**src/ptsa_pkg.sv**
```systemverilog
// Shared types and constants of the pulse trace soft ADC.
// Used by the channel interfaces, by ptsa_trace_acc and by the top level of the block.
package ptsa_pkg;

  localparam int SAMPLE_W  = 16;
  localparam int TIME_W    = 48;
  localparam int VALUE_W   = 48;
  localparam int GAIN_W    = 32;
  localparam int OFFSET_W  = 32;
  localparam int SPACING_W = 32;
  localparam int DATA_W    = 32;
  localparam int ADDR_W    = 5;
  localparam int PROD_W    = SAMPLE_W + GAIN_W + 1;
  localparam int V_W       = 42;
  localparam int MAG_W     = 42;
  localparam int SUM_W     = 64;
  localparam int SHIFT_AMT = 8;

  localparam int MAX_TRACE_LENGTH_DEF = 4096;

  localparam logic [GAIN_W-1:0]    GAIN_RST    = 32'h0100_0000;
  localparam logic [OFFSET_W-1:0]  OFFSET_RST  = 32'h0000_0000;
  localparam logic [SPACING_W-1:0] SPACING_RST = 32'h0000_0001;

  typedef enum logic [1:0] {
    MODE_NONE     = 2'd0,
    MODE_MEAN     = 2'd1,
    MODE_MAX_ABS  = 2'd2,
    MODE_MEAN_ABS = 2'd3
  } adc_mode_t;

  typedef enum logic [2:0] {
    REG_ADC_MODE        = 3'd0,
    REG_NARROW_SAMPLES  = 3'd1,
    REG_VERTICAL_GAIN   = 3'd2,
    REG_BASELINE_OFFSET = 3'd3,
    REG_SAMPLE_SPACING  = 3'd4
  } reg_idx_t;

  typedef enum logic [3:0] {
    ST_IDLE,
    ST_MUL,
    ST_SCALE,
    ST_ABS,
    ST_ACC,
    ST_END,
    ST_DIV,
    ST_SIGN,
    ST_TIME,
    ST_EMIT
  } state_t;

  typedef struct packed {
    logic load;
    logic mul;
    logic scale;
    logic absv;
    logic acc;
    logic clear;
  } acc_ctl_t;

endpackage

```
**src/ptsa_if.sv**
```systemverilog
// Valid/ready channel interfaces for sample items and result items.
// Depends on ptsa_pkg for field widths.
interface ptsa_in_if;
  logic                                 valid;
  logic                                 ready;
  logic signed [ptsa_pkg::SAMPLE_W-1:0] sample;
  logic        [ptsa_pkg::TIME_W-1:0]   pulse_time;
  logic                                 last_sample;

  modport source(output valid, sample, pulse_time, last_sample, input ready);
  modport sink(input valid, sample, pulse_time, last_sample, output ready);
endinterface

interface ptsa_out_if;
  logic                                valid;
  logic                                ready;
  logic signed [ptsa_pkg::VALUE_W-1:0] adc_value;
  logic        [ptsa_pkg::TIME_W-1:0]  pulse_center_time;

  modport source(output valid, adc_value, pulse_center_time, input ready);
  modport sink(input valid, adc_value, pulse_center_time, output ready);
endinterface

```
**src/ptsa_trace_acc.sv**
```systemverilog
// Per-sample datapath: scale, magnitude, running sum, peak, count and pulse time.
// Stepped by the sequencer in the top level; depends on ptsa_pkg.
module ptsa_trace_acc #(
  parameter int MAX_TRACE_LENGTH = ptsa_pkg::MAX_TRACE_LENGTH_DEF,
  parameter int CNT_W            = $clog2(MAX_TRACE_LENGTH + 1)
) (
  input  logic                                  clk,
  input  logic                                  rst_n,
  input  ptsa_pkg::acc_ctl_t                    ctl,
  input  ptsa_pkg::adc_mode_t                   adc_mode,
  input  logic                                  narrow_samples,
  input  logic        [ptsa_pkg::GAIN_W-1:0]    vertical_gain,
  input  logic signed [ptsa_pkg::OFFSET_W-1:0]  baseline_offset,
  input  logic signed [ptsa_pkg::SAMPLE_W-1:0]  sample,
  input  logic        [ptsa_pkg::TIME_W-1:0]    pulse_time,
  output logic signed [ptsa_pkg::SUM_W-1:0]     value_sum,
  output logic        [ptsa_pkg::MAG_W-1:0]     peak_magnitude,
  output logic        [CNT_W-1:0]               sample_count,
  output logic        [ptsa_pkg::TIME_W-1:0]    held_pulse_time,
  output logic                                  count_full
);

  logic signed [ptsa_pkg::SAMPLE_W-1:0] x_r;
  logic signed [ptsa_pkg::PROD_W-1:0]   prod_r;
  logic signed [ptsa_pkg::V_W-1:0]      v_r;
  logic        [ptsa_pkg::MAG_W-1:0]    mag_r;
  logic signed [ptsa_pkg::SUM_W-1:0]    sum_r;
  logic        [ptsa_pkg::MAG_W-1:0]    peak_r;
  logic        [CNT_W-1:0]              count_r;
  logic        [ptsa_pkg::TIME_W-1:0]   held_r;
  logic                                 at_start_r;

  logic signed [ptsa_pkg::SAMPLE_W-1:0] x_nxt;
  logic signed [ptsa_pkg::PROD_W-1:0]   prod_nxt;
  logic signed [ptsa_pkg::V_W-1:0]      v_nxt;
  logic        [ptsa_pkg::MAG_W-1:0]    mag_nxt;
  logic signed [ptsa_pkg::SUM_W-1:0]    sum_nxt;

  assign x_nxt    = narrow_samples ? {{8{sample[7]}}, sample[7:0]} : sample;
  assign prod_nxt = $signed(x_r) * $signed({1'b0, vertical_gain});
  assign v_nxt    = ptsa_pkg::V_W'(prod_r >>> ptsa_pkg::SHIFT_AMT)
                  - ptsa_pkg::V_W'(baseline_offset);
  assign mag_nxt  = v_r[ptsa_pkg::V_W-1] ? ptsa_pkg::MAG_W'(-v_r) : ptsa_pkg::MAG_W'(v_r);

  always_comb begin
    unique case (adc_mode)
      ptsa_pkg::MODE_MEAN:     sum_nxt = sum_r + ptsa_pkg::SUM_W'(v_r);
      ptsa_pkg::MODE_MEAN_ABS: sum_nxt = sum_r + $signed({{(ptsa_pkg::SUM_W-ptsa_pkg::MAG_W){1'b0}},
                                                          mag_r});
      default:                 sum_nxt = sum_r;
    endcase
  end

  always_ff @(posedge clk) begin
    if (ctl.load) begin
      x_r <= x_nxt;
    end
    if (ctl.mul) begin
      prod_r <= prod_nxt;
    end
    if (ctl.scale) begin
      v_r <= v_nxt;
    end
    if (ctl.absv) begin
      mag_r <= mag_nxt;
    end
  end

  always_ff @(posedge clk) begin
    if (!rst_n || ctl.clear) begin
      sum_r      <= '0;
      peak_r     <= '0;
      count_r    <= '0;
      held_r     <= '0;
      at_start_r <= 1'b1;
    end else begin
      if (ctl.load && at_start_r) begin
        held_r     <= pulse_time;
        at_start_r <= 1'b0;
      end
      if (ctl.acc) begin
        sum_r   <= sum_nxt;
        count_r <= count_r + CNT_W'(1);
        if (mag_r > peak_r) begin
          peak_r <= mag_r;
        end
      end
    end
  end

  assign value_sum       = sum_r;
  assign peak_magnitude  = peak_r;
  assign sample_count    = count_r;
  assign held_pulse_time = held_r;
  assign count_full      = (count_r >= CNT_W'(MAX_TRACE_LENGTH));

endmodule

```
**src/ptsa_div.sv**
```systemverilog
// Restoring divider, one quotient bit per cycle, for unsigned operands.
// Started by the top-level sequencer; depends on no package.
module ptsa_div #(
  parameter int DVD_W = 64,
  parameter int DVS_W = 13
) (
  input  logic             clk,
  input  logic             rst_n,
  input  logic             start,
  input  logic [DVD_W-1:0] dividend,
  input  logic [DVS_W-1:0] divisor,
  output logic             done,
  output logic [DVD_W-1:0] quotient
);

  localparam int STEP_W = $clog2(DVD_W + 1);

  logic [DVD_W-1:0]  quo_r;
  logic [DVS_W-1:0]  rem_r;
  logic [DVS_W-1:0]  dvs_r;
  logic [STEP_W-1:0] step_r;
  logic              busy_r;
  logic              done_r;

  logic [DVS_W:0]    shifted;
  logic              fits;
  logic [DVS_W:0]    diff;

  assign shifted = {rem_r, quo_r[DVD_W-1]};
  assign fits    = (shifted >= {1'b0, dvs_r});
  assign diff    = shifted - {1'b0, dvs_r};

  always_ff @(posedge clk) begin
    if (start) begin
      quo_r <= dividend;
      rem_r <= '0;
      dvs_r <= divisor;
    end else if (busy_r) begin
      quo_r <= {quo_r[DVD_W-2:0], fits};
      rem_r <= fits ? diff[DVS_W-1:0] : shifted[DVS_W-1:0];
    end
  end

  always_ff @(posedge clk) begin
    if (!rst_n) begin
      busy_r <= 1'b0;
      done_r <= 1'b0;
      step_r <= '0;
    end else begin
      done_r <= 1'b0;
      if (start) begin
        busy_r <= 1'b1;
        step_r <= STEP_W'(DVD_W);
      end else if (busy_r) begin
        step_r <= step_r - STEP_W'(1);
        if (step_r == STEP_W'(1)) begin
          busy_r <= 1'b0;
          done_r <= 1'b1;
        end
      end
    end
  end

  assign done     = done_r;
  assign quotient = quo_r;

endmodule

```
**src/pulse_trace_soft_adc_core.sv**
```systemverilog
// Pulse trace soft ADC top level: register port, sequencer, divider and result register.
// Depends on ptsa_pkg, ptsa_if, ptsa_trace_acc and ptsa_div.
//
// Takes one trace sample per item and, on the sample flagged last, delivers the trace mean,
// peak magnitude or mean magnitude with a center timestamp (adc_mode 0 delivers nothing).
// A counted sample runs through accept, multiply, scale, magnitude and accumulate before the
// next is taken; one beyond MAX_TRACE_LENGTH is dropped at accept. After the last sample,
// maximum mode runs the end, time and emit states; the mean modes add divide and sign,
// where the restoring divider retires one quotient bit per cycle. The result register frees
// the input while a result waits; a second result waits until the first is taken. Registers
// sit at byte address 4*i; the user writes them only while the block is idle (not checked).
module pulse_trace_soft_adc_core #(
  parameter int MAX_TRACE_LENGTH = ptsa_pkg::MAX_TRACE_LENGTH_DEF
) (
  input  logic                          clk,
  input  logic                          rst_n,
  input  logic                          psel,
  input  logic                          penable,
  input  logic                          pwrite,
  input  logic [ptsa_pkg::ADDR_W-1:0]   paddr,
  input  logic [ptsa_pkg::DATA_W-1:0]   pwdata,
  output logic [ptsa_pkg::DATA_W-1:0]   prdata,
  output logic                          pready,
  ptsa_in_if.sink                       in_item,
  ptsa_out_if.source                    out_item
);

  localparam int CNT_W = $clog2(MAX_TRACE_LENGTH + 1);
  localparam int TSP_W = CNT_W + 1 + ptsa_pkg::SPACING_W;

  ptsa_pkg::adc_mode_t                  mode_r;
  logic                                 narrow_r;
  logic        [ptsa_pkg::GAIN_W-1:0]   gain_r;
  logic signed [ptsa_pkg::OFFSET_W-1:0] offset_r;
  logic        [ptsa_pkg::SPACING_W-1:0] spacing_r;

  ptsa_pkg::reg_idx_t reg_idx;
  logic               wr_en;

  assign pready  = 1'b1;
  assign reg_idx = ptsa_pkg::reg_idx_t'(paddr[4:2]);
  assign wr_en   = psel && penable && pwrite && pready;

  always_ff @(posedge clk) begin
    if (!rst_n) begin
      mode_r    <= ptsa_pkg::MODE_NONE;
      narrow_r  <= 1'b0;
      gain_r    <= ptsa_pkg::GAIN_RST;
      offset_r  <= ptsa_pkg::OFFSET_RST;
      spacing_r <= ptsa_pkg::SPACING_RST;
    end else if (wr_en) begin
      unique case (reg_idx)
        ptsa_pkg::REG_ADC_MODE:        mode_r    <= ptsa_pkg::adc_mode_t'(pwdata[1:0]);
        ptsa_pkg::REG_NARROW_SAMPLES:  narrow_r  <= pwdata[0];
        ptsa_pkg::REG_VERTICAL_GAIN:   gain_r    <= pwdata;
        ptsa_pkg::REG_BASELINE_OFFSET: offset_r  <= pwdata;
        ptsa_pkg::REG_SAMPLE_SPACING:  spacing_r <= pwdata;
        default: ;
      endcase
    end
  end

  always_comb begin
    unique case (reg_idx)
      ptsa_pkg::REG_ADC_MODE:        prdata = {30'd0, mode_r};
      ptsa_pkg::REG_NARROW_SAMPLES:  prdata = {31'd0, narrow_r};
      ptsa_pkg::REG_VERTICAL_GAIN:   prdata = gain_r;
      ptsa_pkg::REG_BASELINE_OFFSET: prdata = offset_r;
      ptsa_pkg::REG_SAMPLE_SPACING:  prdata = spacing_r;
      default:                       prdata = '0;
    endcase
  end

  ptsa_pkg::acc_ctl_t                   ctl;
  logic signed [ptsa_pkg::SUM_W-1:0]    value_sum;
  logic        [ptsa_pkg::MAG_W-1:0]    peak_magnitude;
  logic        [CNT_W-1:0]              sample_count;
  logic        [ptsa_pkg::TIME_W-1:0]   held_pulse_time;
  logic                                 count_full;

  ptsa_trace_acc #(
    .MAX_TRACE_LENGTH(MAX_TRACE_LENGTH),
    .CNT_W           (CNT_W)
  ) u_acc (
    .clk            (clk),
    .rst_n          (rst_n),
    .ctl            (ctl),
    .adc_mode       (mode_r),
    .narrow_samples (narrow_r),
    .vertical_gain  (gain_r),
    .baseline_offset(offset_r),
    .sample         (in_item.sample),
    .pulse_time     (in_item.pulse_time),
    .value_sum      (value_sum),
    .peak_magnitude (peak_magnitude),
    .sample_count   (sample_count),
    .held_pulse_time(held_pulse_time),
    .count_full     (count_full)
  );

  logic                         div_start;
  logic                         div_done;
  logic [ptsa_pkg::SUM_W-1:0]   div_dividend;
  logic [ptsa_pkg::SUM_W-1:0]   div_quotient;

  assign div_dividend = value_sum[ptsa_pkg::SUM_W-1] ? ptsa_pkg::SUM_W'(-value_sum)
                                                     : ptsa_pkg::SUM_W'(value_sum);

  ptsa_div #(
    .DVD_W(ptsa_pkg::SUM_W),
    .DVS_W(CNT_W)
  ) u_div (
    .clk     (clk),
    .rst_n   (rst_n),
    .start   (div_start),
    .dividend(div_dividend),
    .divisor (sample_count),
    .done    (div_done),
    .quotient(div_quotient)
  );

  ptsa_pkg::state_t state_r;
  ptsa_pkg::state_t state_nxt;

  logic                                last_r;
  logic [TSP_W-1:0]                    ts_prod_r;
  logic signed [ptsa_pkg::VALUE_W-1:0] res_r;
  logic [ptsa_pkg::TIME_W-1:0]         center_r;
  logic                                out_valid_r;
  logic signed [ptsa_pkg::VALUE_W-1:0] out_value_r;
  logic [ptsa_pkg::TIME_W-1:0]         out_center_r;

  logic [CNT_W:0]                      half_count;
  logic [TSP_W-1:0]                    ts_prod_nxt;
  logic [ptsa_pkg::VALUE_W-1:0]        quo_low;
  logic                                in_fire;
  logic                                ts_load;
  logic                                res_peak_load;
  logic                                res_div_load;
  logic                                center_load;
  logic                                out_load;

  assign half_count  = {1'b0, sample_count} >> 1;
  assign ts_prod_nxt = half_count * spacing_r;
  assign quo_low     = div_quotient[ptsa_pkg::VALUE_W-1:0];
  assign in_fire     = in_item.valid && in_item.ready;

  always_ff @(posedge clk) begin
    if (!rst_n) begin
      state_r <= ptsa_pkg::ST_IDLE;
    end else begin
      state_r <= state_nxt;
    end
  end

  always_comb begin
    state_nxt     = state_r;
    ctl           = '0;
    in_item.ready = 1'b0;
    div_start     = 1'b0;
    ts_load       = 1'b0;
    res_peak_load = 1'b0;
    res_div_load  = 1'b0;
    center_load   = 1'b0;
    out_load      = 1'b0;
    unique case (state_r)
      ptsa_pkg::ST_IDLE: begin
        in_item.ready = 1'b1;
        if (in_item.valid) begin
          ctl.load = 1'b1;
          priority if (!count_full) begin
            state_nxt = ptsa_pkg::ST_MUL;
          end else if (in_item.last_sample) begin
            state_nxt = ptsa_pkg::ST_END;
          end else begin
            state_nxt = ptsa_pkg::ST_IDLE;
          end
        end
      end
      ptsa_pkg::ST_MUL: begin
        ctl.mul   = 1'b1;
        state_nxt = ptsa_pkg::ST_SCALE;
      end
      ptsa_pkg::ST_SCALE: begin
        ctl.scale = 1'b1;
        state_nxt = ptsa_pkg::ST_ABS;
      end
      ptsa_pkg::ST_ABS: begin
        ctl.absv  = 1'b1;
        state_nxt = ptsa_pkg::ST_ACC;
      end
      ptsa_pkg::ST_ACC: begin
        ctl.acc   = 1'b1;
        state_nxt = last_r ? ptsa_pkg::ST_END : ptsa_pkg::ST_IDLE;
      end
      ptsa_pkg::ST_END: begin
        unique case (mode_r)
          ptsa_pkg::MODE_NONE: begin
            ctl.clear = 1'b1;
            state_nxt = ptsa_pkg::ST_IDLE;
          end
          ptsa_pkg::MODE_MAX_ABS: begin
            ts_load       = 1'b1;
            res_peak_load = 1'b1;
            state_nxt     = ptsa_pkg::ST_TIME;
          end
          default: begin
            ts_load   = 1'b1;
            div_start = 1'b1;
            state_nxt = ptsa_pkg::ST_DIV;
          end
        endcase
      end
      ptsa_pkg::ST_DIV: begin
        if (div_done) begin
          state_nxt = ptsa_pkg::ST_SIGN;
        end
      end
      ptsa_pkg::ST_SIGN: begin
        res_div_load = 1'b1;
        state_nxt    = ptsa_pkg::ST_TIME;
      end
      ptsa_pkg::ST_TIME: begin
        center_load = 1'b1;
        state_nxt   = ptsa_pkg::ST_EMIT;
      end
      ptsa_pkg::ST_EMIT: begin
        if (!out_valid_r || out_item.ready) begin
          out_load  = 1'b1;
          ctl.clear = 1'b1;
          state_nxt = ptsa_pkg::ST_IDLE;
        end
      end
      default: state_nxt = ptsa_pkg::ST_IDLE;
    endcase
  end

  always_ff @(posedge clk) begin
    if (in_fire) begin
      last_r <= in_item.last_sample;
    end
    if (ts_load) begin
      ts_prod_r <= ts_prod_nxt;
    end
    if (res_peak_load) begin
      res_r <= $signed(ptsa_pkg::VALUE_W'(peak_magnitude));
    end else if (res_div_load) begin
      res_r <= value_sum[ptsa_pkg::SUM_W-1] ? $signed(-quo_low) : $signed(quo_low);
    end
    if (center_load) begin
      center_r <= held_pulse_time + ptsa_pkg::TIME_W'(ts_prod_r);
    end
    if (out_load) begin
      out_value_r  <= res_r;
      out_center_r <= center_r;
    end
  end

  always_ff @(posedge clk) begin
    if (!rst_n) begin
      out_valid_r <= 1'b0;
    end else if (out_load) begin
      out_valid_r <= 1'b1;
    end else if (out_item.ready) begin
      out_valid_r <= 1'b0;
    end
  end

  assign out_item.valid             = out_valid_r;
  assign out_item.adc_value         = out_value_r;
  assign out_item.pulse_center_time = out_center_r;

endmodule

```
**src/flat_wrapper.sv**
```systemverilog
// flat-port wrapper written by rule: the top's interface ports become plain ports
module pulse_trace_soft_adc_core_flat 
#(
  parameter int MAX_TRACE_LENGTH = ptsa_pkg::MAX_TRACE_LENGTH_DEF
)
  (clk, rst_n, psel, penable, pwrite, paddr, pwdata, prdata, pready, in_item_valid, in_item_sample, in_item_pulse_time, in_item_last_sample, in_item_ready, out_item_valid, out_item_adc_value, out_item_pulse_center_time, out_item_ready);
  ptsa_in_if in_item_i ();
  ptsa_out_if out_item_i ();
  input  logic clk;
  input  logic rst_n;
  input  logic psel;
  input  logic penable;
  input  logic pwrite;
  input  logic [ptsa_pkg::ADDR_W-1:0] paddr;
  input  logic [ptsa_pkg::DATA_W-1:0] pwdata;
  output logic [ptsa_pkg::DATA_W-1:0] prdata;
  output logic pready;
  input wire logic [$bits(in_item_i.valid)-1:0] in_item_valid;
  input wire logic [$bits(in_item_i.sample)-1:0] in_item_sample;
  input wire logic [$bits(in_item_i.pulse_time)-1:0] in_item_pulse_time;
  input wire logic [$bits(in_item_i.last_sample)-1:0] in_item_last_sample;
  output wire logic [$bits(in_item_i.ready)-1:0] in_item_ready;
  output wire logic [$bits(out_item_i.valid)-1:0] out_item_valid;
  output wire logic [$bits(out_item_i.adc_value)-1:0] out_item_adc_value;
  output wire logic [$bits(out_item_i.pulse_center_time)-1:0] out_item_pulse_center_time;
  input wire logic [$bits(out_item_i.ready)-1:0] out_item_ready;
  assign in_item_i.valid = in_item_valid;
  assign in_item_i.sample = in_item_sample;
  assign in_item_i.pulse_time = in_item_pulse_time;
  assign in_item_i.last_sample = in_item_last_sample;
  assign in_item_ready = in_item_i.ready;
  assign out_item_valid = out_item_i.valid;
  assign out_item_adc_value = out_item_i.adc_value;
  assign out_item_pulse_center_time = out_item_i.pulse_center_time;
  assign out_item_i.ready = out_item_ready;
  pulse_trace_soft_adc_core #(.MAX_TRACE_LENGTH(MAX_TRACE_LENGTH)) u_core (.clk(clk), .rst_n(rst_n), .psel(psel), .penable(penable), .pwrite(pwrite), .paddr(paddr), .pwdata(pwdata), .prdata(prdata), .pready(pready), .in_item(in_item_i), .out_item(out_item_i));
endmodule
```
**config.mk**
```make
export PLATFORM = sky130hd
export DESIGN_NAME = pulse_trace_soft_adc_core_flat
export DESIGN_NICKNAME = d
export VERILOG_FILES = /design/src/ptsa_pkg.sv /design/src/ptsa_if.sv /design/src/ptsa_trace_acc.sv /design/src/ptsa_div.sv /design/src/pulse_trace_soft_adc_core.sv /design/src/flat_wrapper.sv
export SDC_FILE = /design/constraint.sdc
export NUM_CORES = 2
export LEC_CHECK = 0
export ABC_AREA = 1
export BUFFER_PORTS_ARGS = -buffer_cell sky130_fd_sc_hd__buf_2
export CAP_MARGIN = 30
export CORE_UTILIZATION = 45
export CTS_BUF_LIST = sky130_fd_sc_hd__clkbuf_16
export DETAILED_ROUTE_END_ITERATION = 16
export PLACE_DENSITY = 0.57
export SYNTH_ARGS = -nofsm -noshare
export SYNTH_HDL_FRONTEND = slang
export SYNTH_SLANG_ARGS = --single-unit
```
**constraint.sdc**
```tcl
create_clock -name clk -period 6.8 [get_ports clk]
set_input_delay 0 -clock clk [delete_from_list [all_inputs] [get_ports clk]]
set_output_delay 0 -clock clk [all_outputs]
set_load 0.01 [all_outputs]
```
==> summary.txt <==
Run status
  • Outcome: completed

Power
  • Pwr dens: 186.1 nW/um2
  • Leakage: 41.97 nW
  • Worst VDD drop: 0.2114 mV

Setup path
  • CP Max Fanout: 13
  • Critical path class: register to register
  • Slowest stage delay, CP: 0.56 ns
  • Crit end category: register
  • Crit path launch type: register
  • Worst EP arrival: 6.96 ns
  • R2R Path Start: u_core.u_acc.x_r[15]
  • Crit path cell chain: clkinvlp_4 -> buf_4 -> or2_2 -> fa_1 -> fa_1 -> inv_1 -> fa_1 -> fa_1 -> fa_1 -> inv_1 -> fa_1 -> inv_1 -> ha_1 -> a21oi_1 -> o21ai_0 -> buf_4 -> a21boi_0 -> nand2_1 -> nand2_1 -> nand2_1 -> nand2_1 -> nand2_1
  • Worst R2R Setup Slack: 0.32 ns
  • CP max stage cell: fa_1
  • FF-to-FF End: u_core.u_acc.prod_r[38]
  • Worst EP required: 7.29 ns
  • Most frequent CP cell: fa_1
  • FF-to-FF path depth: 22

Worst hold path
  • Worst hold start: in_item_pulse_time[9]
  • WHS Path Cells: 4
  • WHS Endpoint: u_core.u_acc.held_pulse_time[9]
  • Min-Delay Path Class: input port to register

Clocking
  • Clock tree from TritonCTS: yes
  • CTS root buf: clkbuf_16
  • CTS Buf Count: 90
  • Clock Latency Late Sink: 0.74 ns
  • Clock Path Buffers: 3
  • Register clock-pin slew on the reported worst setup and hold paths: 0.06 ns
  • CTS H-Tree Depth: 3
  • Num Clock Sinks: 749

Finish
  • Final nets: 11,770
  • Syn-to-layout area delta: 10.80%
  • Fraction of layout cells with a size suffix above 1: 5.949%

Logic synthesis
  • Post-synth top area cell: fa_1
  • Seq/Total Area, Yosys: 25.86%
  • Xor and xnor area share after synthesis: 3.033%
  • Share of the synthesized area in the top cell type: 19.15%
  • Post-Synth Adder-Cell Area: 26.49%
  • Synth Instances: 10,230
  • Largest family of logic cells by synthesized area: adder cells
  • Top post-synthesis cells by area: fa_1 19%, edfxtp_1 18%, nand2_1 14%
  • Syn Std Cell Area: 75,380 um2
  • Synthesized Nets: 11,510
  • Post-synthesis simple-gate area fraction: 22.83%
  • Yosys warns: 0
  • Post-synthesis mux area share: 0%
  • Mean area per synthesized cell: 7.366 um2
  • Post-synthesis sequential element count: 749
  • Number of library cell types mapped by synthesis: 65
  • Synth Area in Compound Gates: 8.836%

Timing
  • Slew @ Worst Pin: 1.268 ns
  • Tcrit/Tclk final: 95.26%
  • Final setup vio count: 0
  • Final min period: 6.478 ns
  • Max Transition Viols Final: 0
  • Clock skew after layout: 0.03669 ns
  • RSZ-0062 raised after global routing: no
  • Max Freq: 154.4 MHz
  • Rel. slew slack: 14.56%
  • Final hold vios: 0
  • Setup TNS: 0 ns
  • WHS: 0.06587 ns

Die
  • I/O pins: 240
  • Initial Utilization: 45.53%
  • Die ar.: 169,100 um2
  • Die H: 411.3 um
  • Core area: 165,500 um2
  • Die width: 411.3 um
  • Site row count: 149

Route
  • DRC: 0
  • Iter 0 DRT Violations: 5,747
  • Routed Wire Length: 265,300 um
  • Drt wl/cell: 20.78 um
  • DR vias: 66,310
  • Vias per inst: 5.192
  • ANT nets after route: 0
  • TritonRoute pass-1 iters: 6

Job
  • Number of max-cap violations: 0

Global route
  • First-pass GRT wire length: 399,300 um
  • Largest net degree at the start of global routing: 85
  • Initial antenna violation count: 16
  • Vias in the first global route: 65,500
  • Total grt overflow: 0
  • GR Util All Layers: 31.32%

Placed design
  • IO Port Bufs: 236
  • Post-detail-place hpwl: 217,500 um
  • Gpl congestion: 0.9794
==> state kept, by name, indices dropped and copies added, names as in the netlist, 42 cells and up <==
signal,count
u_core.u_acc.value_sum,64
u_core.u_div.quotient,64
u_core.center_r,48
u_core.out_item.adc_value,48
u_core.out_item.pulse_center_time,48
u_core.res_r,48
u_core.u_acc.held_pulse_time,48
u_core.ts_prod_r,44
u_core.u_acc.mag_r,42
u_core.u_acc.peak_magnitude,42
u_core.u_acc.v_r,42
==> layer usage <==
metal	global-route usage [%]	wire, um
met2	50.03	119400
met4	9.409	8484
met1	44.07	120500
met5	0	87
met3	4.231	16840
==> per-stage QoR <==
step	instances	setup WS (ns)	power (mW)	cell area, um2	utilization (%)
floorplan	10230	1.026	8.792	75380	-
global placement	12470	0.4018	10.62	79250	47.87
detailed placement	12470	0.3624	10.65	79280	47.89
CTS	12760	0.3347	15.60	83460	50.42
global route	12760	0.01660	16.37	83500	50.44
finish	12770	0.3220	15.54	83520	50.45
==> cell usage in the layout (no fill, tap or decap), types with 13 or more instances in the layout <==
cell type	n
a21boi_0	21
a21o_1	24
a21oi_1	526
a31oi_1	24
buf_12	13
buf_2	236
buf_4	145
clkbuf_16	93
clkinv_1	19
dfxtp_1	299
dlygate4sd3_1	122
edfxtp_1	449
fa_1	721
ha_1	442
inv_1	2225
nand2_1	2721
nand3_1	398
nand4_1	60
nor2_1	861
nor3_1	100
o211ai_1	35
o21a_1	18
o21ai_0	493
o21ai_1	17
o21bai_1	30
or2_2	24
xnor2_1	55
xor2_1	206
==> final cells by class <==
type	count	area (um2)
sequential	749	19490
clock inverter	76	631.9
timing repair inverter	1	5.005
antenna	7	17.52
multi-input combinational	6919	46210
clock buffer	93	2327
timing repair buffer	516	3751
inverter	2220	8337
tap	2189	2739
fill	16680	82030
==> timing repair <==
| item | in CTS | in global routing |
|---|---|---|
| hold buffers | 122 | 0 |
| resized for setup | 0 | 3 |
| setup buffers | 0 | 3 |
| endpoints found under the hold margin | 171 | 0 |
| endpoints found under the setup margin | 0 | 2 |
==> worst max-delay path: cells and delay by family (launching register included) <==
family | cells | cell delay [ns]
simple gates | 6 | 0.80
fa+ha+maj | 7 | 3.39
buf+inv | 6 | 0.94
flops | 1 | 0.45
compound gates | 3 | 0.62
==> how the worst max path moves through the flow <==
stage | cells past startpoint | slack (ns) | endpoint | from
after floorplan | 9 | 1.03 | u_core.u_acc.held_pulse_time[0] | u_core.state_r[0]
after global placement | 21 | 0.40 | u_core.u_acc.prod_r[37] | u_core.u_acc.x_r[15]
after detailed placement | 21 | 0.36 | u_core.u_acc.prod_r[37] | u_core.u_acc.x_r[15]
after CTS | 21 | 0.33 | u_core.u_acc.prod_r[37] | u_core.u_acc.x_r[15]
after global routing | 23 | 0.02 | u_core.u_acc.prod_r[34] | u_core.u_acc.x_r[15]
final | 22 | 0.32 | u_core.u_acc.prod_r[38] | u_core.u_acc.x_r[15]
==> power by group <==
| part | switching (mW) | internal (mW) |
|---|---|---|
| Clock | 2.17 | 2.70 |
| Combinational | 3.56 | 1.65 |
| Sequential | 0.232 | 5.23 |
| Total | 5.96 | 9.58 |
==> synth_stat cells (all sizes together) <==
cell     number
nand2      2731
inv        2219
nor2        882
fa          721
a21oi       528
o21ai       516
edfxtp      449
ha          442
nand3       407
dfxtp       300
clkbuf      273
xor2        206
nor3        108
buf          72
nand4        60
xnor2        55
o211ai       35
o21bai       30
or2          27
a21o         25
a31oi        24
a21boi       21
o21a         18
nand3b       14
nor4         13
and2          7
o22ai         7
o31ai         7
a22oi         6
and3          6
nor3b         5
a211oi        3
o311ai        3
a221oi        2
a2bb2oi       2
a22o          1
a31o          1
a41oi         1
clkinv        1
conb          1
nand2b        1
o2111ai       1
o31a          1
o41ai         1
==> logic make-up after synthesis <==
kind of cell	count (synthesis)
and+or+nand+nor	4261
buffers and inverters	2565
AOI/OAI and AO/OA	1233
adders and majority gates	1163
DFF	749
xor gates and xnor gates	261
other	1
No activity file was read; power rests on OpenSTA's default activity.
